==> config.mk <==
export PLATFORM = sky130hd
export DESIGN_NAME = bpc_queue
export DESIGN_NICKNAME = d
export VERILOG_FILES = /design/src/hw/rtl/bpc_pkg.sv /design/src/hw/rtl/bpc_queue.sv
export SDC_FILE = /design/constraint.sdc
export NUM_CORES = 1
export LEC_CHECK = 0
export BUFFER_PORTS_ARGS = -buffer_cell sky130_fd_sc_hd__buf_2
export CAP_MARGIN = 15
export CORE_ASPECT_RATIO = 1.2
export CORE_MARGIN = 5
export CORE_UTILIZATION = 30
export CTS_BUF_LIST = sky130_fd_sc_hd__clkbuf_8
export DETAILED_ROUTE_END_ITERATION = 12
export SKIP_LAST_GASP = 1
export SLEW_MARGIN = 10
export SYNTH_ARGS = -nofsm -noshare
export SYNTH_HDL_FRONTEND = slang
export SYNTH_SLANG_ARGS = --single-unit
==> constraint.sdc <==
create_clock -name clock -period 2.24 [get_ports clock]
set_input_delay 0.112 -clock clock [delete_from_list [all_inputs] [get_ports clock]]
set_output_delay 0.112 -clock clock [all_outputs]
set_load 0.02 [all_outputs]
==> src/hw/rtl/bpc_pkg.sv <==
// shared types and constants for the barometric pressure compensation block
package bpc_pkg;

   localparam int RAW_W   = 24;
   localparam int CAL_W   = 16;
   localparam int DT_W    = 26;
   localparam int TEMP_W  = 15;
   localparam int PRESS_W = 17;
   localparam int CSR_W   = 3;

   typedef enum logic [CSR_W-1:0] {
      CSR_PRESSURE_SENSITIVITY   = 3'd0,
      CSR_PRESSURE_OFFSET        = 3'd1,
      CSR_SENSITIVITY_TEMP_COEFF = 3'd2,
      CSR_OFFSET_TEMP_COEFF      = 3'd3,
      CSR_REFERENCE_TEMPERATURE  = 3'd4,
      CSR_TEMPERATURE_COEFF      = 3'd5
   } csr_index_type;

   typedef struct packed {
      logic [CAL_W-1:0] pressure_sensitivity;
      logic [CAL_W-1:0] pressure_offset;
      logic [CAL_W-1:0] sensitivity_temp_coeff;
      logic [CAL_W-1:0] offset_temp_coeff;
      logic [CAL_W-1:0] reference_temperature;
      logic [CAL_W-1:0] temperature_coeff;
   } calib_type;

   typedef struct packed {
      logic [RAW_W-1:0]       raw_pressure;
      logic signed [DT_W-1:0] dt;
   } queue_entry_type;

   typedef struct packed {
      logic            valid;
      queue_entry_type entry;
   } queue_push_type;

   typedef struct packed {
      logic            valid;
      queue_entry_type entry;
   } queue_head_type;

endpackage

==> src/hw/rtl/bpc_queue.sv <==
// short queue between front end and compensation pipeline
module bpc_queue #(
   parameter int DEPTH = 4
) (
   input  logic                    clock,
   input  logic                    reset,
   input  bpc_pkg::queue_push_type push,
   input  logic                    pop,
   output bpc_pkg::queue_head_type head,
   output logic                    full
);

   localparam int PTR_W = $clog2(DEPTH);
   localparam int CNT_W = $clog2(DEPTH + 1);

   bpc_pkg::queue_entry_type entry_ff [DEPTH];
   logic [PTR_W-1:0] wr_ptr_ff, wr_ptr_in;
   logic [PTR_W-1:0] rd_ptr_ff, rd_ptr_in;
   logic [CNT_W-1:0] count_ff, count_in;
   logic             do_push;
   logic             do_pop;

   assign head.valid = (count_ff != '0);
   assign head.entry = entry_ff[rd_ptr_ff];
   assign full       = (count_ff == CNT_W'(DEPTH));
   assign do_push    = push.valid && !full;
   assign do_pop     = pop && head.valid;

   always_comb begin
      wr_ptr_in = wr_ptr_ff;
      rd_ptr_in = rd_ptr_ff;
      if (do_push) begin
         wr_ptr_in = (wr_ptr_ff == PTR_W'(DEPTH - 1)) ? '0 : wr_ptr_ff + 1'b1;
      end
      if (do_pop) begin
         rd_ptr_in = (rd_ptr_ff == PTR_W'(DEPTH - 1)) ? '0 : rd_ptr_ff + 1'b1;
      end
      case ({do_push, do_pop})
         2'b10:   count_in = count_ff + CNT_W'(1);
         2'b01:   count_in = count_ff - CNT_W'(1);
         default: count_in = count_ff;
      endcase
   end

   always_ff @(posedge clock) begin
      if (reset) begin
         wr_ptr_ff <= '0;
         rd_ptr_ff <= '0;
         count_ff  <= '0;
      end else begin
         wr_ptr_ff <= wr_ptr_in;
         rd_ptr_ff <= rd_ptr_in;
         count_ff  <= count_in;
      end
   end

   always_ff @(posedge clock) begin
      if (do_push) begin
         entry_ff[wr_ptr_ff] <= push.entry;
      end
   end

endmodule

# Word level (Yosys, flattened, before mapping)

Memory sizes are Yosys's and may differ from the RTL's. A register that Yosys moved wholly into a read port is not among the register bits.
Cells that the tools add are included.
W data, S select, Z words.

Flip-flop bits (word level): 7
RAM bits: 200
Word-level logic and storage cells: 25
Memories kept: 1

Memories:

| memory   | depth | width | rd ports | clocked after memory_dff | write ports | RTL line        | text |
|---|---|---|---|---|---|---|---|
| entry_ff | 4     | 50    | 1        | 1                        | 1           | bpc_queue.sv:16 | `bpc_pkg::queue_entry_type entry_ff [DEPTH];` |

Add/sub/neg operators: 4
Eq/ne operators: 5
Multiplexer cells: 7
Reduce and logical (&&, ||, !) cells: 5

Operators by type and width:

| cell                  | count |
|---|---|
| $mux W2               | 4 |
| $eq A2 B2 Y1 const B  | 3 |
| $pmux W3 S2           | 1 |
| $add A2 B1 Y2 const B | 2 |
| $add A3 B1 Y3 const B | 1 |
| $eq A3 B3 Y1 const B  | 1 |
| $reduce_bool A3 Y1    | 1 |
| $sub A3 B1 Y3 const B | 1 |
| $eq A2 B1 Y1 const B  | 1 |
| $logic_and A1 B1 Y1   | 2 |
| $mux W1               | 2 |
| $reduce_bool A2 Y1    | 1 |
| $logic_not A1 Y1      | 1 |

# Logic depth before layout (Yosys ltp)

Gate-level depths: netlist of the first run.

Depth in word-level cells: 5
Gate-level depth with buffers: 10

# Worst setup path after synthesis of the first run

Ideal clock, no wire load.

Path type: register -> register
Start point: register count_ff[2]
End point: register count_ff[2]
Library setup time: 70 ps
Arrival time: 2,271 ps
Required time: 2,170 ps
Setup slack: -101 ps
Stages on the path, launching flop included: 11
Path buffers: 1
Period minus slack after synthesis: 2,341 ps
Cells stage by stage: dfxtp_1 or3b_1 buf_6 and2_4 inv_1 ha_1 inv_1 fa_1 xor2_1 or3_2 a21oi_1

Longest elaborated chain between the ends: 5
Elaborated cells between the ends (all ways): 11
Those cells by class: 2 x add/sub; 3 x eq/ne; 1 x mux; 5 x reduce/logical

RTL lines:

| what                                              | RTL line        | text |
|---|---|---|
| start: declaration                                | bpc_queue.sv:19 | `logic [CNT_W-1:0] count_ff, count_in;` |
| start signal: assignment                          | bpc_queue.sv:53 | `count_ff <= count_in;` |
| $eq A3 B3 Y1                                      | bpc_queue.sv:25 | `assign full = (count_ff == CNT_W'(DEPTH));` |
| $logic_not A1 Y1                                  | bpc_queue.sv:26 | `assign do_push = push.valid && !full;` |
| $logic_and A1 B1 Y1                               | bpc_queue.sv:26 |  |
| $eq A2 B1 Y1 or $eq A2 B2 Y1 (tied branches)      | bpc_queue.sv:38 | `case ({do_push, do_pop})` |
| $pmux W3 S2 or $reduce_bool A2 Y1 (tied branches) | --              |  |

Parallel ways exist; a longest one is shown, timed or not.
A chain may end at the register's enable or synchronous reset.

# Worst setup path after layout of the first run

Same ends and word-level chain as after synthesis.

==> impl_metrics.csv, run 1 <==
group,metric,value,unit
power,p_sw_share,27.96,%
logic_synthesis,muxShareOfSynthArea,14.76,%
sta,fin_ws,0.05876,ns
critical_path,cp_max_fo,5,
die,start_util,30.33,%
clock_tree,htree_levels,2,
grt,grt_overflow_total,0,
logic_synthesis,dominantRegCellSynth,"edfxtp_1",
logic_synthesis,synth_adder_area_share,1.235,%
flow_run,drv_cap,0,
logic_synthesis,syn_area,0.007699,mm2
die,dieArea,0.02898,mm2
die,die_h,185.5,um
power,power_frac_clock,28.8,%
logic_synthesis,synth_top_cell_area_share,78.01,%
die,core_area,0.02538,mm2
critical_path,cpMostUsedCell,"inv_2",
critical_path,cp_top_family,"simple AND/OR/NAND/NOR gates",
grt,grt_max_degree,40,
die,die_w,156.2,um
power,p_comb_share,24.6,%
logic_synthesis,synthCells,316,
finish,final_area,0.009901,mm2
critical_path,arrival,2.59,ns
power,p_leak,3.400,nW
logic_synthesis,synth_compound_area_share,0.6826,%
finish,nFillCells,2289,
logic_synthesis,synth_top_family_by_area,"multiplexers",
critical_path,cp.buffers_inverters,2,
routing,drc,0,
clock_tree,clock-root-buffer,"clkbuf_8",
routing,drt_iter0_drc,142,
sta,maxSlewHeadroom,70.13,%
sta,finalHoldWorstSlack,0.1290,ns
die,rows,64,
clock_tree,cts.sinks,209,
sta,max_freq,458.5,MHz
routing,route.vias.total,3851,
clock_tree,cts_buffer_depth,3,
placement,placed_area,0.008760,mm2
logic_synthesis,synth_seq_cells,209,
sta,setup_viol,0,
logic_synthesis,yosysTopAreaCell,"edfxtp_1",
grt,antenna_found_initial,1,
logic_synthesis,avgSynthCellArea,24.36,um2
clock_tree,clk_latency,0.49,ns
sta,worst_slew_pin_slew,0.4480,ns
logic_synthesis,synth_nets,377,
critical_path,start_kind,"flip-flop",
sta,period_share,97.38,%
grt,grt_util_all_layers,10.74,%
sta,rsz0062_at_grt,"true",
routing,wl_per_cell,17.75,um
logic_synthesis,synthTopCellsByArea,"edfxtp_1 78%, mux4_2 15%, dfxtp_1 2.3%",
logic_synthesis,synthSimpleGateAreaFrac,1.316,%
grt,grt_pass1_wl,23.89,mm
power,power,10.36,mW
routing,ant_nets,0,
sta,finalHoldViolations,0,
placement,gp_congestion,0.6704,
finish,final_nets,568,
logic_synthesis,synth-async-reset-ratio,0,%
placement,dpl.hpwl,9.058,mm
sta,final.setup.tns,0,ns
logic_synthesis,ys_seq_area_share,80.35,%
routing,firstDrtPassIters,4,
finish,diodes,0,
finish,drive_above_1_share,42.48,%
sta,fin_skew,0.009626,ns
logic_synthesis,synth_edf_count,200,
power,p_sw,2.897,mW
clock_tree,cts.clk_slew.worst_paths,0.05,ns
placement,dpl_worst_slack,0.07661,ns
die,io_pins,106,
critical_path,path_cells,"or3b_4, and2_4, inv_2, ha_4, inv_2, fa_2, xor2_1, or3_4, a21oi_1",
min_path,worstHoldPathType,"in -> reg",
clock_tree,cts_made_buffers,35,
power,ir_drop,0.6588,mV
logic_synthesis,ys_types,28,
critical_path,cp.required,2.65,ns
critical_path,slowest_stage,"or3b_4",
logic_synthesis,synth_xor_area_share,0.2275,%
power,power.density,1046,mW/mm2
logic_synthesis,yosysWarnings,0,
clock_tree,cts_tree,"built",
status,outcome,"finished, final reports clean",
grt,grt_pass1_vias,4308,
placement,port_buffers,105,
sta,min_period,2.181,ns
finish,area_delta_synth_final,28.60,%
critical_path,worst_path_largest_cell_delay,0.38,ns
critical_path,path_class,"reg -> reg",
routing,viasPerCell,4.504,
power,p_int,7.461,mW
routing,drt_wl_total,15.18,mm
power,seq_power_share,46.6,%
sta,drv_slew,0,
critical_path,endpoint_kind,"flip-flop",
==> routing by layer <==
metal / up-vias / wire, um / track usage, %
li1: 1711 / - / -
met1: 1983 / 6121 / 12.70
met2: 114 / 7665 / 18.62
met3: 41 / 881 / 3.023
met4: 2 / 498 / 4.167
met5: - / 13 / 0
==> power by group through the flow <==
stage                     clock, mW  sequential, mW  combinational, mW
after floorplan                   0            4.85               1.72
after global placement            0            4.93               2.45
after detailed placement          0            4.96               2.49
after CTS                      3.15            4.88               2.57
after global routing           3.33            4.86               2.75
final                          2.98            4.83               2.54
==> stage by stage <==
step                util [%]  cells
floorplan                  -    316
global placement       34.51    747
detailed placement     34.51    747
CTS                    38.95    854
global route           39.00    855
finish                 39.00    855
==> path summary, 6_finish.rpt <==
check / slack, ns / endpoint / from / cells past startpoint
max: 0.06 / count_ff[2] / count_ff[2] / 9
min: 0.13 / flip-flop / pop / 5
min reg2reg: 0.52 / flip-flop / rd_ptr_ff[0] / 2
max reg2reg: 0.06 / count_ff[2] / count_ff[2] / 9
==> flip-flops by register name, summed over array words and instances, names as in the netlist, named ones only <==
name,cells
entry_ff,200
count_ff,3
wr_ptr_ff,2
rd_ptr_ff,2
==> what timing repair did <==
| item | CTS | global route |
|---|---|---|
| hold endpoints to repair | 209 | 0 |
| setup buffers | 0 | 1 |
| gates resized for setup | 0 | 2 |
| hold buffers | 52 | 0 |
| endpoints found under the setup margin | 0 | 36 |
==> final cells by class <==
cell class | instances | area [um2] | share of cell area (%)
Multi-Input combinational cell | 85 | 1425 | 14.39
Clock inverter | 18 | 98.84 | 0.9984
Sequential cell | 209 | 6196 | 62.58
Clock buffer | 37 | 509.2 | 5.143
Tap cell | 330 | 412.9 | 4.170
Inverter | 8 | 30.03 | 0.3033
Timing Repair Buffer | 168 | 1229 | 12.41
==> logic make-up after synthesis <==
logic type,after synthesis
AOI/OAI and AO/OA,8
muxes,51
adders and majority gates,7
and+or+nand+nor,17
buffers and inverters,22
DFF,209
xor gates and xnor gates,2
==> tightest hold or removal path: stages <==
cell     delay [ns]
buf_2          0.08
o31ai_1        0.08
buf_4          0.15
nand2_1        0.06
a21oi_1        0.08
==> cells in the final DEF, fill, tap and decap left out, types with 2 or more instances in the layout <==
cell	count
dfxtp_1	5
clkinv_1	4
buf_2	105
inv_1	17
nand3_1	2
nor2_1	4
mux4_2	50
ha_1	5
edfxtp_1	200
dlygate4sd3_1	52
dfxtp_4	2
inv_2	2
dfxtp_2	2
a21oi_1	4
xor2_1	2
buf_12	8
buf_4	3
clkbuf_8	37
and3_2	4
==> Yosys cell counts, drive strengths merged (2+ instances only) <==
cell    count
buf        10
ha          6
mux4       50
nor2        4
xor2        2
inv         8
a21oi       4
dfxtp       9
edfxtp    200
nand3       2
clkbuf      4
o31ai       2
and3        4
or3         3
Power figures use the tool's default switching activity.
==> run 2: changes to the inputs <==
Settings changed: CORE_ASPECT_RATIO 1.2 to default.
==> impl_metrics.csv, run 2 (synthesis results as in run 1) <==
group,metric,value,unit
grt,grt_pass1_wl,23.89,mm
finish,multi_input_area,0.001436,mm2
finish,drive_above_1_share,43.47,%
routing,drc,0,
placement,port_buffers,105,
sta,worst_slew_pin_slew,0.4779,ns
critical_path,cp_max_fo,5,
grt,grt_max_degree,38,
finish,largest-register,"entry_ff",
die,die_w,170.2,um
power,p_sw,3.011,mW
sta,max_freq,454.5,MHz
grt,use_met3,3.322,%
routing,route.vias.total,3833,
power,p_comb_share,24.0,%
placement,dpl.hpwl,9.468,mm
routing,drt_iter0_drc,210,
power,seq_power_share,44.9,%
min_path,hold_depth,5,
sta,fin_skew,0.01731,ns
sta,period_share,98.23,%
finish,nFillCells,2321,
clock_tree,htree_levels,2,
grt,grt_util_all_layers,10.81,%
power,power.density,1074,mW/mm2
clock_tree,cts.clk_slew.worst_paths,0.07,ns
status,outcome,"finished, final reports clean",
critical_path,reg2reg_depth,9,
critical_path,cp.required,2.67,ns
power,power,10.75,mW
sta,maxSlewHeadroom,68.14,%
die,core_area,0.02525,mm2
clock_tree,clock-root-buffer,"clkbuf_8",
grt,grt_pass1_vias,4286,
flow_run,drv_cap,0,
routing,ant_nets,0,
critical_path,start_kind,"flip-flop",
clock_tree,cts_made_buffers,37,
placement,gp_congestion,0.6819,
critical_path,path_class,"reg -> reg",
die,rows,58,
routing,drt_wl_total,15.57,mm
clock_tree,cts_buffer_depth,3,
grt,antenna_found_initial,1,
die,dieArea,0.02897,mm2
clock_tree,clk_latency,0.50,ns
critical_path,arrival,2.63,ns
finish,seqCellArea,0.006193,mm2
sta,drv_slew,0,
power,p_sw_share,28.01,%
routing,viasPerCell,4.421,
power,p_int,7.740,mW
grt,grt_use_met2,19.31,%
grt,grtUsageMet1,12.38,%
critical_path,endpoint,"count_ff[2]",
sta,setup_viol,0,
finish,reg_top3,"entry_ff x200, count_ff x3",
finish,final_nets,572,
sta,finalHoldViolations,0,
power,power_frac_clock,31.0,%
grt,grt_overflow_total,0,
critical_path,r2r_slack,0.04,ns
routing,wl_per_cell,17.96,um
power,ir_drop,0.5459,mV
finish,final_area,0.01001,mm2
sta,min_period,2.200,ns
grt,grt_busiest_layer,"met2",
die,start_util,30.48,%
finish,area_delta_synth_final,30.03,%
routing,firstDrtPassIters,4,
clock_tree,cts.sinks,209,
min_path,worstHoldPathType,"in -> reg",
finish,layout_common_cells,"200 x edfxtp_1, 105 x buf_2, 52 x dlygate4sd3_1, 50 x mux4_2, 37 x clkbuf_8",
critical_path,crit_path_start,"count_ff[2]",
critical_path,endpoint_kind,"flip-flop",
finish,largest_reg_flops,200,
critical_path,r2r-end,"count_ff[2]",
die,die_h,170.2,um
die,io_pins,106,
clock_tree,cts_tree,"built",
placement,placed_area,0.008747,mm2
power,p_leak,3.440,nW
finish,final_common_cell,"edfxtp_1",
critical_path,rr_startpoint,"count_ff[2]",
==> run 2: cell count changes in the layout (fill, tap and decap cells not counted), moves of 2 or more <==
cell	before	now
clkinv_1	4	11
inv_1	17	13
buf_4	3	6
clkinv_2	1	4
bufinv_16	1	3
==> run 2: area by class of cell <==
cell class	count	area share [%]
flip-flops and latches	209	61.87
multi-input cells	85	14.35
repair buffers	170	12.30
clock buffers	37	5.087
well taps	330	4.124
clock inverters	27	1.925
inverters	8	0.3250
diodes	1	0.02500
==> run 2: worst min path at each step <==
stage / startpoint / slack, ns / endpoint
CTS: pop / 0.05 / flip-flop
floorplan: push[0] / 0.21 / entry_ff[0][0]
detailed placement: push[37] / 0.33 / entry_ff[1][37]
global route: pop / 0.11 / flip-flop
finish: pop / 0.11 / flip-flop
global placement: push[46] / 0.32 / entry_ff[2][46]
==> run 2: routing by layer <==
metal  share of wire [%]  vias to the layer above  routed length (um)
met1                  39                     1961                6025
met4                 2.2                        0                 340
met5                   0                        -                   0
met3                 6.7                       30                1040
met2                  52                      117                8163
li1                    -                     1725                   -
==> run 2: per-stage QoR <==
step	utilization [%]	setup WS [ns]	instances	hold slack, ns	TNS (ns)
final	39.64	0.03955	867	0.1144	0
after global routing	39.64	-0.003883	867	0.1080	-0.003883
after CTS	39.52	0.008863	864	0.04899	0
after detailed placement	34.64	-0.002800	747	0.3308	-0.002800
after global placement	34.64	0.1297	747	0.3232	0
after floorplan	-	0.06724	316	0.2109	0
==> run 2: repair_timing <==
item,in CTS,in global routing
hold endpoints to repair,209,0
hold buffers,52,0
pin swaps,0,4
gates cloned,0,0
endpoints found under the setup margin,27,1
buffers inserted,1,2
resized for setup,1,3
==> run 2: critical path, stage by stage (launching register included) <==
cell and delay (ns):
dfxtp_2 0.36, or3b_4 0.39, and2_4 0.16, inv_4 0.05, ha_4 0.13, inv_2 0.04
fa_2 0.35, xor2_2 0.16, or3_4 0.33, a21oi_2 0.15
==> run 2: power by group through the flow <==
stage	clock network [mW]	logic, mW	registers [mW]
finish	3.34	2.58	4.83
CTS	3.49	2.64	4.84
global route	3.68	2.79	4.86
detailed placement	0	2.50	4.97
floorplan	0	1.72	4.85
global placement	0	2.45	4.93
==> run 3: changes to the inputs <==
Settings changed: CELL_PAD_IN_SITES_DETAIL_PLACEMENT from default to 0, CELL_PAD_IN_SITES_GLOBAL_PLACEMENT from default to 1, PLACE_DENSITY_LB_ADDON from default to 0.1, REMOVE_ABC_BUFFERS from default to 1, SKIP_CTS_REPAIR_TIMING from default to 1.
==> impl_metrics.csv, run 3 (synthesis results as in run 1) <==
group,metric,value,unit
clock_tree,clk_latency,0.52,ns
power,p_int,7.869,mW
sta,period_share,96.30,%
placement,port_buffers,105,
critical_path,cp.buffers_inverters,2,
routing,firstDrtPassIters,4,
finish,final_common_cell,"edfxtp_1",
critical_path,slowest_stage,"or3b_4",
die,start_util,30.48,%
routing,drt_iter0_drc,230,
critical_path,cp.required,2.68,ns
routing,drc,0,
clock_tree,clock-root-buffer,"clkbuf_8",
critical_path,crit_cells,9,
grt,grt_util_all_layers,11.09,%
routing,viasPerCell,4.355,
sta,fin_skew,0.02305,ns
grt,grt_pass1_wl,24.08,mm
sta,max_freq,463.6,MHz
clock_tree,cts_buffer_depth,3,
grt,antenna_found_initial,0,
critical_path,r2r_slack,0.08,ns
critical_path,cp_top_family,"simple AND/OR/NAND/NOR gates",
grt,grt_max_degree,51,
sta,maxSlewHeadroom,41.42,%
finish,largest_reg_flops,200,
flow_run,drv_cap,0,
die,io_pins,106,
power,power.density,1090,mW/mm2
status,outcome,"finished, final reports clean",
placement,dpl_worst_slack,-0.06605,ns
sta,min_period,2.157,ns
power,p_sw,3.088,mW
clock_tree,cts.clk_slew.worst_paths,0.06,ns
finish,reg_top3,"entry_ff x200, count_ff x3",
die,die_w,170.2,um
sta,finalHoldViolations,0,
critical_path,r2r-end,"count_ff[2]",
die,core_area,0.02525,mm2
finish,nFillCells,2311,
finish,drive_above_1_share,43.69,%
min_path,hold_start,"pop",
grt,grt_pass1_vias,4106,
die,rows,58,
grt,grt_overflow_total,0,
clock_tree,cts_made_buffers,39,
min_path,hold_depth,5,
critical_path,path_cells,"or3b_4, and2_4, inv_1, ha_2, inv_1, fa_2, xor2_1, or3_4, a21oi_2",
routing,drt_wl_total,16.07,mm
critical_path,cp_max_fo,2,
critical_path,cpMostUsedCell,"inv_1",
clock_tree,cts.sinks,209,
finish,largest-register,"entry_ff",
finish,final_nets,581,
placement,gp_congestion,0.6755,
power,p_leak,3.479,nW
power,power_frac_clock,31.7,%
sta,setup_viol,0,
finish,fin_util,39.79,%
routing,route.vias.total,3819,
sta,fin_ws,0.08298,ns
min_path,worstHoldPathType,"in -> reg",
critical_path,start_kind,"flip-flop",
clock_tree,cts_tree,"built",
routing,ant_nets,0,
critical_path,endpoint_kind,"flip-flop",
finish,area_delta_synth_final,30.52,%
critical_path,reg2reg_depth,9,
placement,dpl.hpwl,9.141,mm
routing,wl_per_cell,18.33,um
power,p_sw_share,28.18,%
clock_tree,htree_levels,2,
critical_path,worst_path_largest_cell_delay,0.37,ns
critical_path,rr_startpoint,"count_ff[2]",
critical_path,arrival,2.60,ns
power,ir_drop,0.5361,mV
die,die_h,170.2,um
sta,worst_slew_pin_slew,0.8787,ns
finish,layout_common_cells,"200 x edfxtp_1, 105 x buf_2, 52 x dlygate4sd3_1, 50 x mux4_2, 39 x clkbuf_8",
die,dieArea,0.02897,mm2
sta,rsz0062_at_grt,"true",
critical_path,path_class,"reg -> reg",
power,seq_power_share,44.2,%
power,p_comb_share,24.0,%
power,power,10.96,mW
finish,diodes,0,
sta,drv_slew,0,
-- run 3: cell count changes in the layout (fill, tap and decap cells not counted), moves of 4 or more --
cell and change:
and3_2 -4, and3_4 +4, buf_12 -4, buf_4 +11, inv_1 +4
-- run 3: layout make-up --
| cell class | instances | area, um2 | area share (%) |
|---|---|---|---|
| Sequential cell | 209 | 6195 | 61.65 |
| Clock buffer | 39 | 536.8 | 5.342 |
| Timing Repair Buffer | 177 | 1234 | 12.28 |
| Clock inverter | 29 | 206.4 | 2.055 |
| Tap cell | 330 | 412.9 | 4.109 |
| Multi-Input combinational cell | 85 | 1434 | 14.27 |
| Inverter | 8 | 30.03 | 0.2988 |
-- run 3: routing by layer --
layer | up-vias | wire length, um | GRT usage [%]
met1 | 1954 | 6923 | 13.59
met3 | 23 | 844 | 3.670
met4 | 0 | 274 | 3.576
li1 | 1746 | - | -
met5 | - | 0 | 0
met2 | 96 | 8031 | 18.62
-- run 3: worst max-delay path by stage --
| stage | from | end | slack (ns) |
|---|---|---|---|
| detailed placement | count_ff[2] | count_ff[2] | -0.07 |
| finish | count_ff[2] | count_ff[2] | 0.08 |
| global placement | count_ff[1] | count_ff[2] | -0.004 |
| floorplan | flip-flop | head[0] | -0.77 |
| global route | count_ff[2] | count_ff[2] | -0.02 |
| CTS | count_ff[2] | count_ff[2] | -0.09 |
-- run 3: worst min-delay path, stage by stage --
cell     delay (ns)
buf_2          0.08
o31ai_1        0.08
buf_4          0.15
nand2_1        0.05
a21oi_1        0.07
-- run 3: power groups by stage --
stage,Sequential (mW),Combinational [mW],Clock [mW]
5_1_grt,4.88,2.86,3.84
6_report,4.85,2.63,3.47
3_5_place_dp,4.96,2.53,0
4_1_cts,4.89,2.54,3.61
2_1_floorplan,5.02,1.47,0
3_3_place_gp,4.95,2.52,0
-- run 3: stage by stage --
step / instances / setup TNS (ns) / instance area, um2 / hold slack [ns]
3_5_place_dp: 751 / -0.06605 / 8723 / 0.3309
6_report: 877 / 0 / 10050 / 0.08401
4_1_cts: 819 / -0.1797 / 9467 / -0.2354
3_3_place_gp: 751 / -0.003727 / 8723 / 0.3229
2_1_floorplan: 302 / -40.26 / 7619 / 0.1811
5_1_grt: 877 / -0.02223 / 10050 / 0.09376
