--- config.mk ---
export PLATFORM = sky130hd
export DESIGN_NAME = bpc_front_flat
export DESIGN_NICKNAME = d
export VERILOG_FILES = /design/src/hw/rtl/bpc_pkg.sv /design/src/hw/rtl/bpc_req_if.sv /design/src/hw/rtl/bpc_csr_if.sv /design/src/hw/rtl/bpc_front.sv /design/src/flat_wrapper.sv
export SDC_FILE = /design/constraint.sdc
export NUM_CORES = 1
export LEC_CHECK = 0
export CORE_MARGIN = 1.5
export CORE_UTILIZATION = 40
export CTS_CLUSTER_SIZE = 30
export DETAILED_ROUTE_END_ITERATION = 8
export DONT_BUFFER_PORTS = 1
export PLACE_DENSITY_LB_ADDON = 0.12
export SYNTH_ARGS = -nofsm -noshare
export SYNTH_HDL_FRONTEND = slang
export SYNTH_SLANG_ARGS = --single-unit
export TNS_END_PERCENT = 20
--- constraint.sdc ---
create_clock -name clock -period 1.89 [get_ports clock]
set_input_delay 0.189 -clock clock [delete_from_list [all_inputs] [get_ports clock]]
set_output_delay 0.189 -clock clock [all_outputs]
set_load 0.1 [all_outputs]
--- src/hw/rtl/bpc_pkg.sv ---
// shared types and constants for the barometric pressure compensation block
package bpc_pkg;

   localparam int RAW_W   = 24;
   localparam int CAL_W   = 16;
   localparam int DT_W    = 26;
   localparam int TEMP_W  = 15;
   localparam int PRESS_W = 17;
   localparam int CSR_W   = 3;

   typedef enum logic [CSR_W-1:0] {
      CSR_PRESSURE_SENSITIVITY   = 3'd0,
      CSR_PRESSURE_OFFSET        = 3'd1,
      CSR_SENSITIVITY_TEMP_COEFF = 3'd2,
      CSR_OFFSET_TEMP_COEFF      = 3'd3,
      CSR_REFERENCE_TEMPERATURE  = 3'd4,
      CSR_TEMPERATURE_COEFF      = 3'd5
   } csr_index_type;

   typedef struct packed {
      logic [CAL_W-1:0] pressure_sensitivity;
      logic [CAL_W-1:0] pressure_offset;
      logic [CAL_W-1:0] sensitivity_temp_coeff;
      logic [CAL_W-1:0] offset_temp_coeff;
      logic [CAL_W-1:0] reference_temperature;
      logic [CAL_W-1:0] temperature_coeff;
   } calib_type;

   typedef struct packed {
      logic [RAW_W-1:0]       raw_pressure;
      logic signed [DT_W-1:0] dt;
   } queue_entry_type;

   typedef struct packed {
      logic            valid;
      queue_entry_type entry;
   } queue_push_type;

   typedef struct packed {
      logic            valid;
      queue_entry_type entry;
   } queue_head_type;

endpackage

--- src/hw/rtl/bpc_req_if.sv ---
// input channel carrying one raw pressure and temperature pair
interface bpc_req_if;
   logic                     valid;
   logic                     ready;
   logic [bpc_pkg::RAW_W-1:0] raw_pressure;
   logic [bpc_pkg::RAW_W-1:0] raw_temperature;

   modport source (output valid, output raw_pressure, output raw_temperature, input ready);
   modport sink (input valid, input raw_pressure, input raw_temperature, output ready);
endinterface

--- src/hw/rtl/bpc_csr_if.sv ---
// calibration register write channel
interface bpc_csr_if;
   logic                      valid;
   logic                      ready;
   logic [bpc_pkg::CSR_W-1:0] index;
   logic [bpc_pkg::CAL_W-1:0] data;

   modport source (output valid, output index, output data, input ready);
   modport sink (input valid, input index, input data, output ready);
endinterface

--- src/hw/rtl/bpc_front.sv ---
// front end: calibration registers, input accept and temperature delta
module bpc_front (
   input  logic                    clock,
   input  logic                    reset,
   bpc_req_if.sink                 req,
   bpc_csr_if.sink                 csr,
   input  logic                    queue_full,
   output bpc_pkg::queue_push_type push,
   output bpc_pkg::calib_type      calib
);

   bpc_pkg::calib_type calib_ff;
   bpc_pkg::calib_type calib_in;

   always_comb begin
      calib_in = calib_ff;
      if (csr.valid) begin
         unique case (csr.index)
            bpc_pkg::CSR_PRESSURE_SENSITIVITY:   calib_in.pressure_sensitivity   = csr.data;
            bpc_pkg::CSR_PRESSURE_OFFSET:        calib_in.pressure_offset        = csr.data;
            bpc_pkg::CSR_SENSITIVITY_TEMP_COEFF: calib_in.sensitivity_temp_coeff = csr.data;
            bpc_pkg::CSR_OFFSET_TEMP_COEFF:      calib_in.offset_temp_coeff      = csr.data;
            bpc_pkg::CSR_REFERENCE_TEMPERATURE:  calib_in.reference_temperature  = csr.data;
            bpc_pkg::CSR_TEMPERATURE_COEFF:      calib_in.temperature_coeff      = csr.data;
            default: begin
            end
         endcase
      end
   end

   always_ff @(posedge clock) begin
      if (reset) begin
         calib_ff <= '0;
      end else begin
         calib_ff <= calib_in;
      end
   end

   assign calib     = calib_ff;
   assign csr.ready = 1'b1;
   assign req.ready = !queue_full;

   // dt = raw temperature minus reference scaled by 256
   assign push.valid              = req.valid && !queue_full;
   assign push.entry.raw_pressure = req.raw_pressure;
   assign push.entry.dt           = $signed({2'd0, req.raw_temperature})
                                  - $signed({2'd0, calib_ff.reference_temperature, 8'd0});

endmodule

--- src/flat_wrapper.sv ---
// flat-port wrapper written by rule: the top's interface ports become plain ports
module bpc_front_flat 
  (clock, reset, queue_full, push, calib, req_valid, req_raw_pressure, req_raw_temperature, req_ready, csr_valid, csr_index, csr_data, csr_ready);
  bpc_req_if req_i ();
  bpc_csr_if csr_i ();
  input  logic clock;
  input  logic reset;
  input  logic queue_full;
  output bpc_pkg::queue_push_type push;
  output bpc_pkg::calib_type calib;
  input wire logic [$bits(req_i.valid)-1:0] req_valid;
  input wire logic [$bits(req_i.raw_pressure)-1:0] req_raw_pressure;
  input wire logic [$bits(req_i.raw_temperature)-1:0] req_raw_temperature;
  output wire logic [$bits(req_i.ready)-1:0] req_ready;
  input wire logic [$bits(csr_i.valid)-1:0] csr_valid;
  input wire logic [$bits(csr_i.index)-1:0] csr_index;
  input wire logic [$bits(csr_i.data)-1:0] csr_data;
  output wire logic [$bits(csr_i.ready)-1:0] csr_ready;
  assign req_i.valid = req_valid;
  assign req_i.raw_pressure = req_raw_pressure;
  assign req_i.raw_temperature = req_raw_temperature;
  assign req_ready = req_i.ready;
  assign csr_i.valid = csr_valid;
  assign csr_i.index = csr_index;
  assign csr_i.data = csr_data;
  assign csr_ready = csr_i.ready;
  bpc_front u_core (.clock(clock), .reset(reset), .req(req_i), .csr(csr_i), .queue_full(queue_full), .push(push), .calib(calib));
endmodule
# Word level (Yosys, flattened, before mapping)
# Cells that the tools add are included.
[word_totals]
register_bits = 96
inputBits = 72
out_inout_bits = 149
[classes]
add_sub_neg = 1
n_eq_ne = 5
reduce_logical = 9
[op_table]
columns = ["cell", "n"]
rows = [
  ["24-bit by 24-bit subtractor with 25-bit output", 1],
  ["2-bit AND reduction", 6],
  ["3-bit by 2-bit equality test with 1-bit output, second input constant", 2],
  ["3-bit equality test, second input constant", 2],
  ["3-bit by 1-bit equality test with 1-bit output, second input constant", 1],
  ["3-bit logical NOT", 1],
  ["1-bit logical AND", 1],
  ["1-bit logical NOT", 1],
]

# Depth between registers and ports, before layout
# Gate-level depths: netlist of the first run.
[logic_depth]
word_depth = 2
depth_mapped = 10

# Least setup slack after synthesis of the first run
# Ideal clock, no wire load.
[synth_timing]
path_type = "reg2out"
start = "reg u_core.calib_ff (netlist bit u_core.calib[16])"
end = "out push[25] in the netlist's numbering"
arrival_time_ps = 4158
path_slack_ps = -2457
stages_incl_launch_ff = 10
path_cell_list = "dfxtp_1 -> ha_1 -> fa_1 -> and2b_1 -> o2111ai_1 -> a21boi_2 -> a21oi_2 -> nand2_1 -> a221oi_2 -> buf_4"
[synth_lines]
columns = ["item", "line_no", "source"]
rows = [
  ["start: declaration", "bpc_front.sv:12", "bpc_pkg::calib_type calib_ff;"],
  ["start signal: assignment", "bpc_front.sv:35", "calib_ff <= calib_in;"],
  ["end: declaration", "flat_wrapper.sv:9", "output bpc_pkg::queue_push_type push;"],
]

==> key figures, run 1 <==
Clock network
  – CTS max path bufs: 2
  – CTS buffer count: 9
  – H-tree levels: 3
  – Clk slew on worst S/H paths: 90 ps
  – Worst-Skew Late Latency: roughly 360 ps
  – Clock root cell: clkbuf_8
  – TritonCTS clock tree: yes
  – Clock sink count: 96

Timing
  – Final setup violation count: 16
  – Worst clock skew: 0 ps
  – Setup ws final: -891 ps
  – Rel. slew slack: 0.553
  – RSZ-0062 raised after global routing: true
  – Highest clock rate: ~0.36 GHz
  – Worst-margin pin slew: 670 ps
  – Min cycle time layout: 2780 ps
  – WHS: around 210 ps
  – Crit share post-route: 1.47
  – Fin. Hold Viols: 0
  – Slew Viols, Final: 0

Floorplan
  – Die area: 11600 um2
  – Die width: ~110 um
  – Total core area: 10500 um2
  – I/O pin count: between 200 and 250
  – Chip height: 107 um
  – Initial Util: 0.417
  – Rows: 37

GRT
  – Largest net degree at the start of global routing: 86
  – Number of global-route vias before repair: 4142
  – Initial antenna violation count: 0
  – Total GRT Usage: 0.236
  – GR Overflow Total: 0
  – First-pass GRT wire length: approximately 21000 um

Worst hold path
  – Worst Hold Launch: csr_index[1]
  – Hold Crit Class: primary input to register

Placement
  – Port Buf Inserts: 0
  – Post-DP HPWL: 9520 um
  – Gpl congestion: 0.883

Route
  – Drc violations: 0
  – WL per Instance: between 15 and 20 um
  – Top Metal Used: met4
  – Mean number of vias per cell: 4.89
  – DRT Wirelength: 13500 um
  – Routed met3 length: 1010 um
  – Initial DRC Count: 217
  – WL met2: roughly 6300 um
  – Vias: 4190
  – Initial DRT Pass Iterations: 4
  – Routed Antenna Nets: 0
  – DRT met1 WL: 5850 um

Synthesis
  – Synth warnings: 0
  – Syn Std Cell Area: 4370 um2
  – Syn_area_per_cell: 7.55 um2
  – Syn nets: approximately 670
  – Gate count after technology mapping: 578
  – Yosys reg bits: 96
  – Top cell type's share of synthesized area: 0.440
  – Post-synthesis sequential area ratio: 0.440
  – Post-synth top area cell: dfxtp_1
  – Synth cell types: 35
  – Ranking of synthesized cells by area: dfxtp_1 44%, nand2_1 18%, a21oi_1 12%

Pwr
  – Pwr dens: 789 nW/um2
  – Leakage: 2.63 nW
  – VDD IR-drop max: 0.000649 V
  – Final Total Pwr: between 0.005 and 0.006 W

Final layout
  – Max reg flops: 96
  – # nets final: 805
  – Fill cells: 960
  – Seq. cell area: 1950 um2
  – Multi-input logic area: 2280 um2
  – Ant diodes: 0
  – P&R area growth vs syn: 46.8%
  – Share of cells above drive strength 1: 0.315

Worst setup path
  – Worst Setup End Kind: output port
  – Kind of critical path: register to output port
  – R2r startpoint: u_core.calib[17]
  – CP Data Arrival Time: 2590 ps
  – CP endpoint: push[20]
  – Critical Path Fanout Max: 3
  – Crit start category: register
  – Worst reg2reg path endpoint: u_core.calib[17]
  – Worst R2R Path Depth: 5
  – Crit path required time: 1700 ps
  – First element of the critical path: u_core.calib[16]
  – R2R setup slack: 300 ps

Outcome
  – Failing checks: negative setup slack
  – Status: complete, but fails checks

Flow run
  – Max-cap check violation count: 0
==> synthesized netlist by cell type, drive strengths merged <==
library cell	instances
a211oi	1
a21boi	1
a21o	4
a21oi	106
a221oi	1
a31oi	3
and2	1
and2b	2
and3	6
and4	1
buf	42
clkbuf	21
conb	1
dfxtp	96
fa	1
ha	16
inv	21
nand2	208
nand2b	2
nand3	4
nand4	1
nor2	7
nor2b	2
nor3	1
o2111ai	1
o211ai	1
o21a	3
o21ai	7
o21bai	2
or2	2
xnor2	8
xor2	5
==> final cells by class <==
cell class	instances	share of cell area
multi-input combinational	398	0.357
sequential	96	0.305
timing repair buffer	190	0.271
tap	136	0.0266
clock buffer	12	0.0226
inverter	21	0.0123
clock inverter	3	0.00664
==> cell families (layout without fill, tap and decap cells) <==
kind of cell | Yosys count | after routing | synth area share
and+or+nand+nor | 237 | 237 | 0.216
AOI/OAI and AO/OA | 130 | 130 | 0.163
DFF | 96 | 96 | 0.440
buffers and inverters | 84 | 226 | 0.104
adders and majority gates | 17 | 17 | 0.0504
xor gates and xnor gates | 13 | 13 | 0.0261
other | 1 | 1 | 0.000859
==> through the flow <==
stage	worst slack (ps)	instances	setup TNS, ps	util	instance area [um2]
after floorplan	-1280	578	-15790	-	4560
after global placement	-509	808	-3730	0.553	5780
after detailed placement	-547	808	-4170	0.553	5780
after CTS	-885	854	-9480	0.610	6380
after global routing	-981	856	-10930	0.613	6410
final	-891	856	-9400	0.613	6410
==> power breakdown <==
part           leakage [nW]  switching (W)  internal, W
logic                  1.75        0.00112     0.000538
clock network        0.0925       0.000684     0.000640
registers             0.786      0.0000144      0.00206
==> worst min path at each step <==
| stage | endpoint | cells after the start |
|---|---|---|
| 3_3_place_gp | u_core.calib[20] | 1 |
| 3_5_place_dp | u_core.calib[25] | 1 |
| 4_1_cts | u_core.calib[18] | 4 |
| 6_report | u_core.calib[18] | 4 |
| 2_1_floorplan | u_core.calib[16] | 2 |
| 5_1_grt | u_core.calib[18] | 4 |
==> routing by layer <==
layer | track usage | vias to the layer above
met5 | 0 | -
met4 | 0.104 | 0
met3 | 0.0599 | 36
met2 | 0.384 | 135
met1 | 0.295 | 1914
li1 | - | 2105
==> repair_timing <==
item                                    CTS  global route
hold buffers                             29             0
resized for setup                        14             5
gates cloned                              0             0
endpoints found under the hold margin    96             0
endpoints found under the setup margin   16            16
pin swaps                                10             5
buffers inserted                          2             2
==> worst max-delay path, cell delays in order, from the launching register on <==
cell and delay [ps]:
dfxtp_4 360, ha_4 150, fa_2 330, and2b_1 240, o2111ai_2 130, a21boi_2 270, a21oi_2 110, o21ai_1 130
buf_4 140, xor2_4 160, buf_12 190
==> layout by cell type (no fill, tap or decap), types with 2 or more instances in the layout <==
master	synthesis	routed
nand2_1	208	208
buf_4	34	144
a21oi_1	105	104
dfxtp_1	96	81
dlygate4sd3_1	0	28
inv_1	21	21
buf_12	0	16
ha_1	16	12
clkbuf_8	0	10
dfxtp_2	0	10
and3_1	6	6
xnor2_4	0	5
nor2_1	7	5
dfxtp_4	0	5
a21o_1	4	4
o21ai_0	6	4
nand3_1	4	4
xor2_2	0	3
xnor2_2	0	3
ha_4	0	3
and2b_1	2	2
a21oi_2	1	2
o21ai_2	0	2
a31oi_1	3	2
xor2_4	0	2
o21a_1	3	2
nor2_2	0	2
nand2b_1	2	2
or2_2	2	2
clkbuf_1	21	2
Note: power is estimated with default switching activity, not from simulation.
==> run 2, diff against run 1 <==
==> constraint.sdc (replaced) <==
create_clock -name clock -period 2.5 [get_ports clock]
set_input_delay 0.25 -clock clock [delete_from_list [all_inputs] [get_ports clock]]
set_output_delay 0.25 -clock clock [all_outputs]
set_load 0.1 [all_outputs]
==> run 2 against run 1 <==
Net effect: critical endpoint is now push[24]; largest cell class unchanged; combinational power shrank 33%; sequential cell count is the same; core utilization shrank 4.9 points; the flow still finishes with violations (negative setup slack); die area is the same; power shrank 24%; global-route usage shrank 1.3 points; clock power shrank 13%.
==> key figures, run 2 (synthesis gave the netlist of run 1 again) <==
Outcome
  – Status: complete, but fails checks
  – Failing checks: negative setup slack

Route
  – WL per Instance: 15.9 um (+0.74%)
  – DRT Wirelength: 12800 um (-5.7%)
  – Initial DRC Count: 165 (-24%)
  – Vias: 4001 (-4.5%)
  – Routed Antenna Nets: 0 (unchanged)
  – Drc violations: 0 (unchanged)
  – Mean number of vias per cell: 5.00 (+2.0%)
  – Initial DRT Pass Iterations: 6 (+2)

GRT
  – Largest net degree at the start of global routing: 97 (+13%)
  – Initial antenna violation count: 0 (unchanged)
  – Number of global-route vias before repair: 3924 (-5.3%)
  – GR Overflow Total: 0 (unchanged)
  – First-pass GRT wire length: 20000 um (-5.9%)
  – Total GRT Usage: 0.223 (-0.0129)

Final layout
  – Commonest cells after routing, fill and taps aside: 207 x nand2_1, 103 x a21oi_1, 103 x buf_4
  – P&R area growth vs syn: 34.9%
  – Share of cells above drive strength 1: 0.272 (-0.0431)
  – Final instance area: 5890 um2 (-8.1%)
  – Fin cells: 801 (-6.4%)
  – Max reg flops: 96 (unchanged)
  – Ant diodes: 0 (unchanged)
  – # nets final: 749 (-7.0%)
  – Commonest non-fill, non-tap cell in the layout: nand2_1

Floorplan
  – Die width: 107 um (unchanged)
  – Total core area: 10500 um2 (unchanged)
  – Initial Util: 0.417 (unchanged)
  – Die area: 11600 um2 (unchanged)
  – I/O pin count: 221 (unchanged)
  – Chip height: 107 um (unchanged)
  – Rows: 37 (unchanged)

Clock network
  – Worst-Skew Late Latency: 370 ps (about the same)
  – Clock root cell: clkbuf_8
  – Clk slew on worst S/H paths: 90 ps (about the same)
  – TritonCTS clock tree: yes
  – Clock sink count: 96 (unchanged)
  – CTS buffer count: 9 (unchanged)
  – CTS max path bufs: 2 (unchanged)
  – H-tree levels: 3 (unchanged)

Worst setup path
  – Critical Path Fanout Max: 3 (unchanged)
  – Crit path required time: 2250 ps (+550 ps)
  – CP Data Arrival Time: 2550 ps (-40 ps)
  – Worst R2R Path Depth: 4 (-1)
  – Worst Setup End Kind: output port
  – Crit start category: register
  – Kind of critical path: register to output port

Worst hold path
  – Worst hold stages: 2 (-2)
  – Hold Crit Class: primary input to register

Placement
  – Gpl congestion: 0.847 (-4.0%)
  – Placed cell count: 766 (-5.2%)
  – Post-DP HPWL: 9220 um (-3.2%)
  – Port Buf Inserts: 0 (unchanged)
  – Placed Area: 5430 um2 (-6.1%)

Timing
  – Fin. Hold Viols: 0 (unchanged)
  – Worst-margin pin slew: 982 ps (+312 ps)
  – Crit share post-route: 1.12
  – Highest clock rate: 0.357 GHz
  – Rel. slew slack: 0.344 (-0.209)
  – RSZ-0062 raised after global routing: true
  – Slew Viols, Final: 0 (unchanged)
  – Setup ws final: -302 ps (+589 ps)
  – Min cycle time layout: 2800 ps
  – Final setup violation count: 10 (-6)
  – Worst clock skew: 0 ps (unchanged)

Pwr
  – VDD IR-drop max: 0.000398 V (-39%)
  – Pwr dens: 655 nW/um2 (-17%)
  – Final Total Pwr: 0.00386 W (-24%)
  – Leakage: 2.32 nW (-12%)

Flow run
  – Max-cap check violation count: 0 (unchanged)
==> run 2: worst max-delay path, cell delays in order (launching register included) <==
cell       delay (ps)
dfxtp_4           360
ha_4              130
fa_2              180
and2b_2           230
o2111ai_2         190
a21boi_2          120
a21oi_2           220
nand2_2           100
a221oi_4          390
clkbuf_16         270
==> run 2: per-layer routing <==
layer  GRT usage  up-vias  share of wire
li1            -     1994              -
met1       0.266     1852           0.41
met2       0.370      129           0.48
met3      0.0781       26           0.10
met4      0.0818        0          0.016
met5           0        -              0
==> run 2: per-stage QoR <==
step,worst slack [ps],setup TNS [ps],hold slack [ps],util
final,-302,-1930,12.8,0.563
after CTS,-396,-2470,0.0521,0.561
after detailed placement,-14.7,-14.7,325,0.519
after floorplan,-736,-7000,376,-
after global routing,-455,-3320,1.31,0.563
after global placement,19.3,0,323,0.519
==> run 2: timing repair <==
item	CTS	global route
setup buffers	1	1
pin swaps	5	5
setup endpoints to repair	11	11
hold buffers	17	0
cloned	0	0
hold endpoints to repair	96	0
resized for setup	8	5
==> run 2: layout make-up <==
| cell class | instances | area (um2) |
|---|---|---|
| fillers | 967 | 4570 |
| clock inverters | 2 | 60.1 |
| repair buffers | 134 | 1250 |
| flip-flops and latches | 96 | 1950 |
| inverters | 21 | 78.8 |
| clock buffers | 14 | 164 |
| multi-input cells | 398 | 2220 |
| well taps | 136 | 170 |
==> run 2: path summary, 6_finish.rpt <==
check                                 startpoint               end  slack (ps)
worst max-delay path            u_core.calib[16]          push[24]        -300
worst max register to register  u_core.calib[19]  u_core.calib[19]        1040
worst min register to register  u_core.calib[60]  u_core.calib[60]         460
worst min-delay path                csr_data[10]  u_core.calib[90]          10
==> run 2: report_power, final <==
| group | internal, W | switching (W) |
|---|---|---|
| logic | 0.000333 | 0.000779 |
| clock network | 0.000627 | 0.000527 |
| registers | 0.00156 | 0.0000364 |
==> run 3, diff against run 2 <==
--- a/config.mk
+++ b/config.mk
@@ -5,6 +5,7 @@
 export SDC_FILE = /design/constraint.sdc
 export NUM_CORES = 1
 export LEC_CHECK = 0
+export ABC_AREA = 1
 export CORE_MARGIN = 1.5
 export CORE_UTILIZATION = 40
 export CTS_CLUSTER_SIZE = 30
==> run 3 against run 2 <==
Net effect: sequential cell count stayed put; power is 13% higher; routed wire length up 8.9%; non-clock buffer count down 31; critical path depth decreased by 1; worst setup slack better by 420 ps; area after synthesis is 9.4% higher; count of clock-buffer cells in the layout decreased by 4; final cell count up 7.5%; the flow finishes with violations (design-rule violations).
==> key figures, run 3 <==
Outcome
  – Status: complete, but fails checks
  – Failing checks: design-rule violations

GRT
  – Largest net degree at the start of global routing: 97 (unchanged)
  – Initial antenna violation count: 0 (unchanged)
  – Total GRT Usage: 0.218 (-0.00515)
  – Number of global-route vias before repair: 3907 (-0.43%)
  – First-pass GRT wire length: 21400 um (+6.9%)
  – GR Overflow Total: 0 (unchanged)

Clock network
  – Clock root cell: clkbuf_16
  – CTS max path bufs: 2 (unchanged)
  – TritonCTS clock tree: yes
  – Clk slew on worst S/H paths: 70 ps (-20 ps)
  – H-tree levels: 3 (unchanged)
  – Worst-Skew Late Latency: 340 ps (-30 ps)
  – CTS buffer count: 9 (unchanged)
  – Clock sink count: 96 (unchanged)

Placement
  – Post-DP HPWL: 9980 um (+8.3%)
  – Post-place setup slack: 250 ps (+265 ps)
  – Placed Area: 5560 um2 (+2.3%)
  – Gpl congestion: 0.833 (-1.6%)
  – Port Buf Inserts: 0 (unchanged)

Synthesis
  – Top cells by count, synth: 231 x nand2_1, 96 x dfxtp_1, 90 x a21oi_1
  – Top cell type's share of synthesized area: 0.402 (-0.0378)
  – Syn nets: 751 (+13%)
  – Post-synth top area cell: dfxtp_1
  – Synth Flop Type: dfxtp_1
  – Syn_area_per_cell: 7.22 um2 (-4.5%)
  – Ranking of synthesized cells by area: dfxtp_1 40%, nand2_1 18%, a21oi_1 9.4%
  – Synth warnings: 0 (unchanged)
  – Fraction of registers with async set/reset: 0 (unchanged)
  – Gate count after technology mapping: 662 (+15%)
  – Synth cell types: 33 (-5.7%)
  – Count leader, synth: nand2_1
  – Post-synthesis sequential area ratio: 0.402 (-0.0378)
  – Number of synthesized flops with an enable pin: 0 (unchanged)
  – Yosys reg bits: 96 (unchanged)
  – Syn Std Cell Area: 4780 um2 (+9.4%)

Worst setup path
  – Critical Path Fanout Max: 3 (unchanged)
  – Kind of critical path: register to output port
  – Worst Setup End Kind: output port
  – Crit start category: register
  – CP Data Arrival Time: 2130 ps (-420 ps)
  – Crit path required time: 2250 ps (about the same)

Final layout
  – P&R area growth vs syn: 24.6%
  – Final instance area: 5950 um2 (+1.0%)
  – Commonest cells after routing, fill and taps aside: 227 x nand2_1, 89 x a21oi_1, 89 x buf_4
  – # nets final: 802 (+7.1%)
  – Final core occ: 0.517 (-0.0464)
  – Commonest non-fill, non-tap cell in the layout: nand2_1
  – Fill cells: 1139 (+18%)
  – Share of cells above drive strength 1: 0.234 (-0.0382)
  – Ant diodes: 0 (unchanged)
  – Max reg flops: 96 (unchanged)

Floorplan
  – Total core area: 11500 um2 (+10%)
  – I/O pin count: 221 (unchanged)
  – Die width: 112 um (+4.5%)
  – Chip height: 112 um (+4.5%)
  – Initial Util: 0.415 (-0.00254)
  – Die area: 12600 um2 (+9.1%)
  – Rows: 39 (+5.4%)

Worst hold path
  – Hold Crit Class: primary input to register

Route
  – Mean number of vias per cell: 5.04 (+0.87%)
  – Routed Antenna Nets: 0 (unchanged)
  – Vias: 4338 (+8.4%)
  – DRT Wirelength: 13900 um (+8.9%)
  – WL per Instance: 16.1 um (+1.3%)
  – Initial DRT Pass Iterations: 9 (+3)
  – Initial DRC Count: 342 (+110%)
  – Drc violations: 16 (+16)

Pwr
  – VDD IR-drop max: 0.000402 V (+0.87%)
  – Leakage: 2.63 nW (+13%)
  – Pwr dens: 730 nW/um2 (+11%)

Timing
  – Min cycle time layout: 2380 ps (-421 ps)
  – Final setup violation count: 0 (-10)
  – Slew Viols, Final: 0 (unchanged)
  – Rel. slew slack: 0.340 (-0.00464)
  – Fin. Hold Viols: 0 (unchanged)
  – Worst-margin pin slew: 989 ps (+6.96 ps)
  – Highest clock rate: 0.420 GHz (+18%)
  – RSZ-0062 raised after global routing: true
  – Setup ws final: 119 ps (+421 ps)
  – Crit share post-route: 0.952 (-0.168)
  – Worst clock skew: 0 ps (unchanged)

Flow run
  – Max-cap check violation count: 0 (unchanged)
-- run 3: changes by cell type after synthesis, sizes merged, moves of 14 or more --
cell,change
a211oi,+14
a21oi,-15
inv,+45
nand2,+26
nand4,+17
nor2,+21
-- run 3: what timing repair did --
| item | CTS | global route |
|---|---|---|
| cloned | 0 | 0 |
| setup endpoints to repair | 6 | 9 |
| hold buffers | 1 | 0 |
| setup buffers | 0 | 1 |
| pin swaps | 0 | 2 |
| resized for setup | 4 | 4 |
| hold endpoints to repair | 96 | 0 |
-- run 3: final timing paths --
check / startpoint / cells after the start / to / slack, ps
hold reg to reg: u_core.calib[41] / 2 / u_core.calib[41] / 460
hold / removal: csr_data[0] / 2 / u_core.calib[64] / 40
setup reg to reg: u_core.calib[89] / 2 / u_core.calib[89] / 1160
setup / recovery: u_core.calib[17] / 8 / push[24] / 120
-- run 3: area by class of cell --
type                    count  area (um2)  area share
clock buffers              10         239      0.0402
clock inverters             6        98.8      0.0166
inverters                  68         268      0.0450
multi-input cells         435        2250       0.378
flip-flops and latches     96        1960       0.329
well taps                 143         179      0.0301
repair buffers            103         956       0.161
-- run 3: per-stage QoR --
stage / cells / TNS, ps / total power, W / hold WS, ps
3_3_place_gp: 843 / 0 / 0.00279 / 323
4_1_cts: 860 / 0 / 0.00438 / 28.1
5_1_grt: 861 / -10.8 / 0.00450 / 33.9
6_report: 861 / 0 / 0.00434 / 42.0
3_5_place_dp: 843 / 0 / 0.00280 / 322
2_1_floorplan: 662 / -1240 / 0.00279 / 393
-- run 3: cells by family (layout without fill, tap and decap cells) --
| logic type | count (synthesis) | after routing | share of synthesized area |
|---|---|---|---|
| AND/OR/NAND/NOR | 302 | 302 | 0.268 |
| other | 1 | 1 | 0.000785 |
| AO/OA/AOI/OAI | 108 | 108 | 0.123 |
| buffers and inverters | 131 | 187 | 0.147 |
| flip-flops | 96 | 96 | 0.402 |
| adder cells (fa/ha/maj) | 17 | 17 | 0.0461 |
| XOR/XNOR | 7 | 7 | 0.0128 |
-- run 3: power by group --
group          switching, W  leakage (nW)  internal, W
logic              0.000870          1.68     0.000315
clock network      0.000625         0.163     0.000922
registers         0.0000519         0.787      0.00156
total               0.00155          2.63      0.00280
-- run 3: worst max-delay path: stages (launching register included) --
cell and delay, ps:
dfxtp_4 560, fa_2 320, inv_1 70, nand3_1 80, nand3_2 90, nand2_1 90, nand3_2 120, a21oi_4 190
buf_12 260
-- run 3: layer usage --
layer	share of wire	global-route usage
met5	0	0
met2	0.46	0.353
met1	0.42	0.277
met3	0.089	0.0621
met4	0.022	0.0844
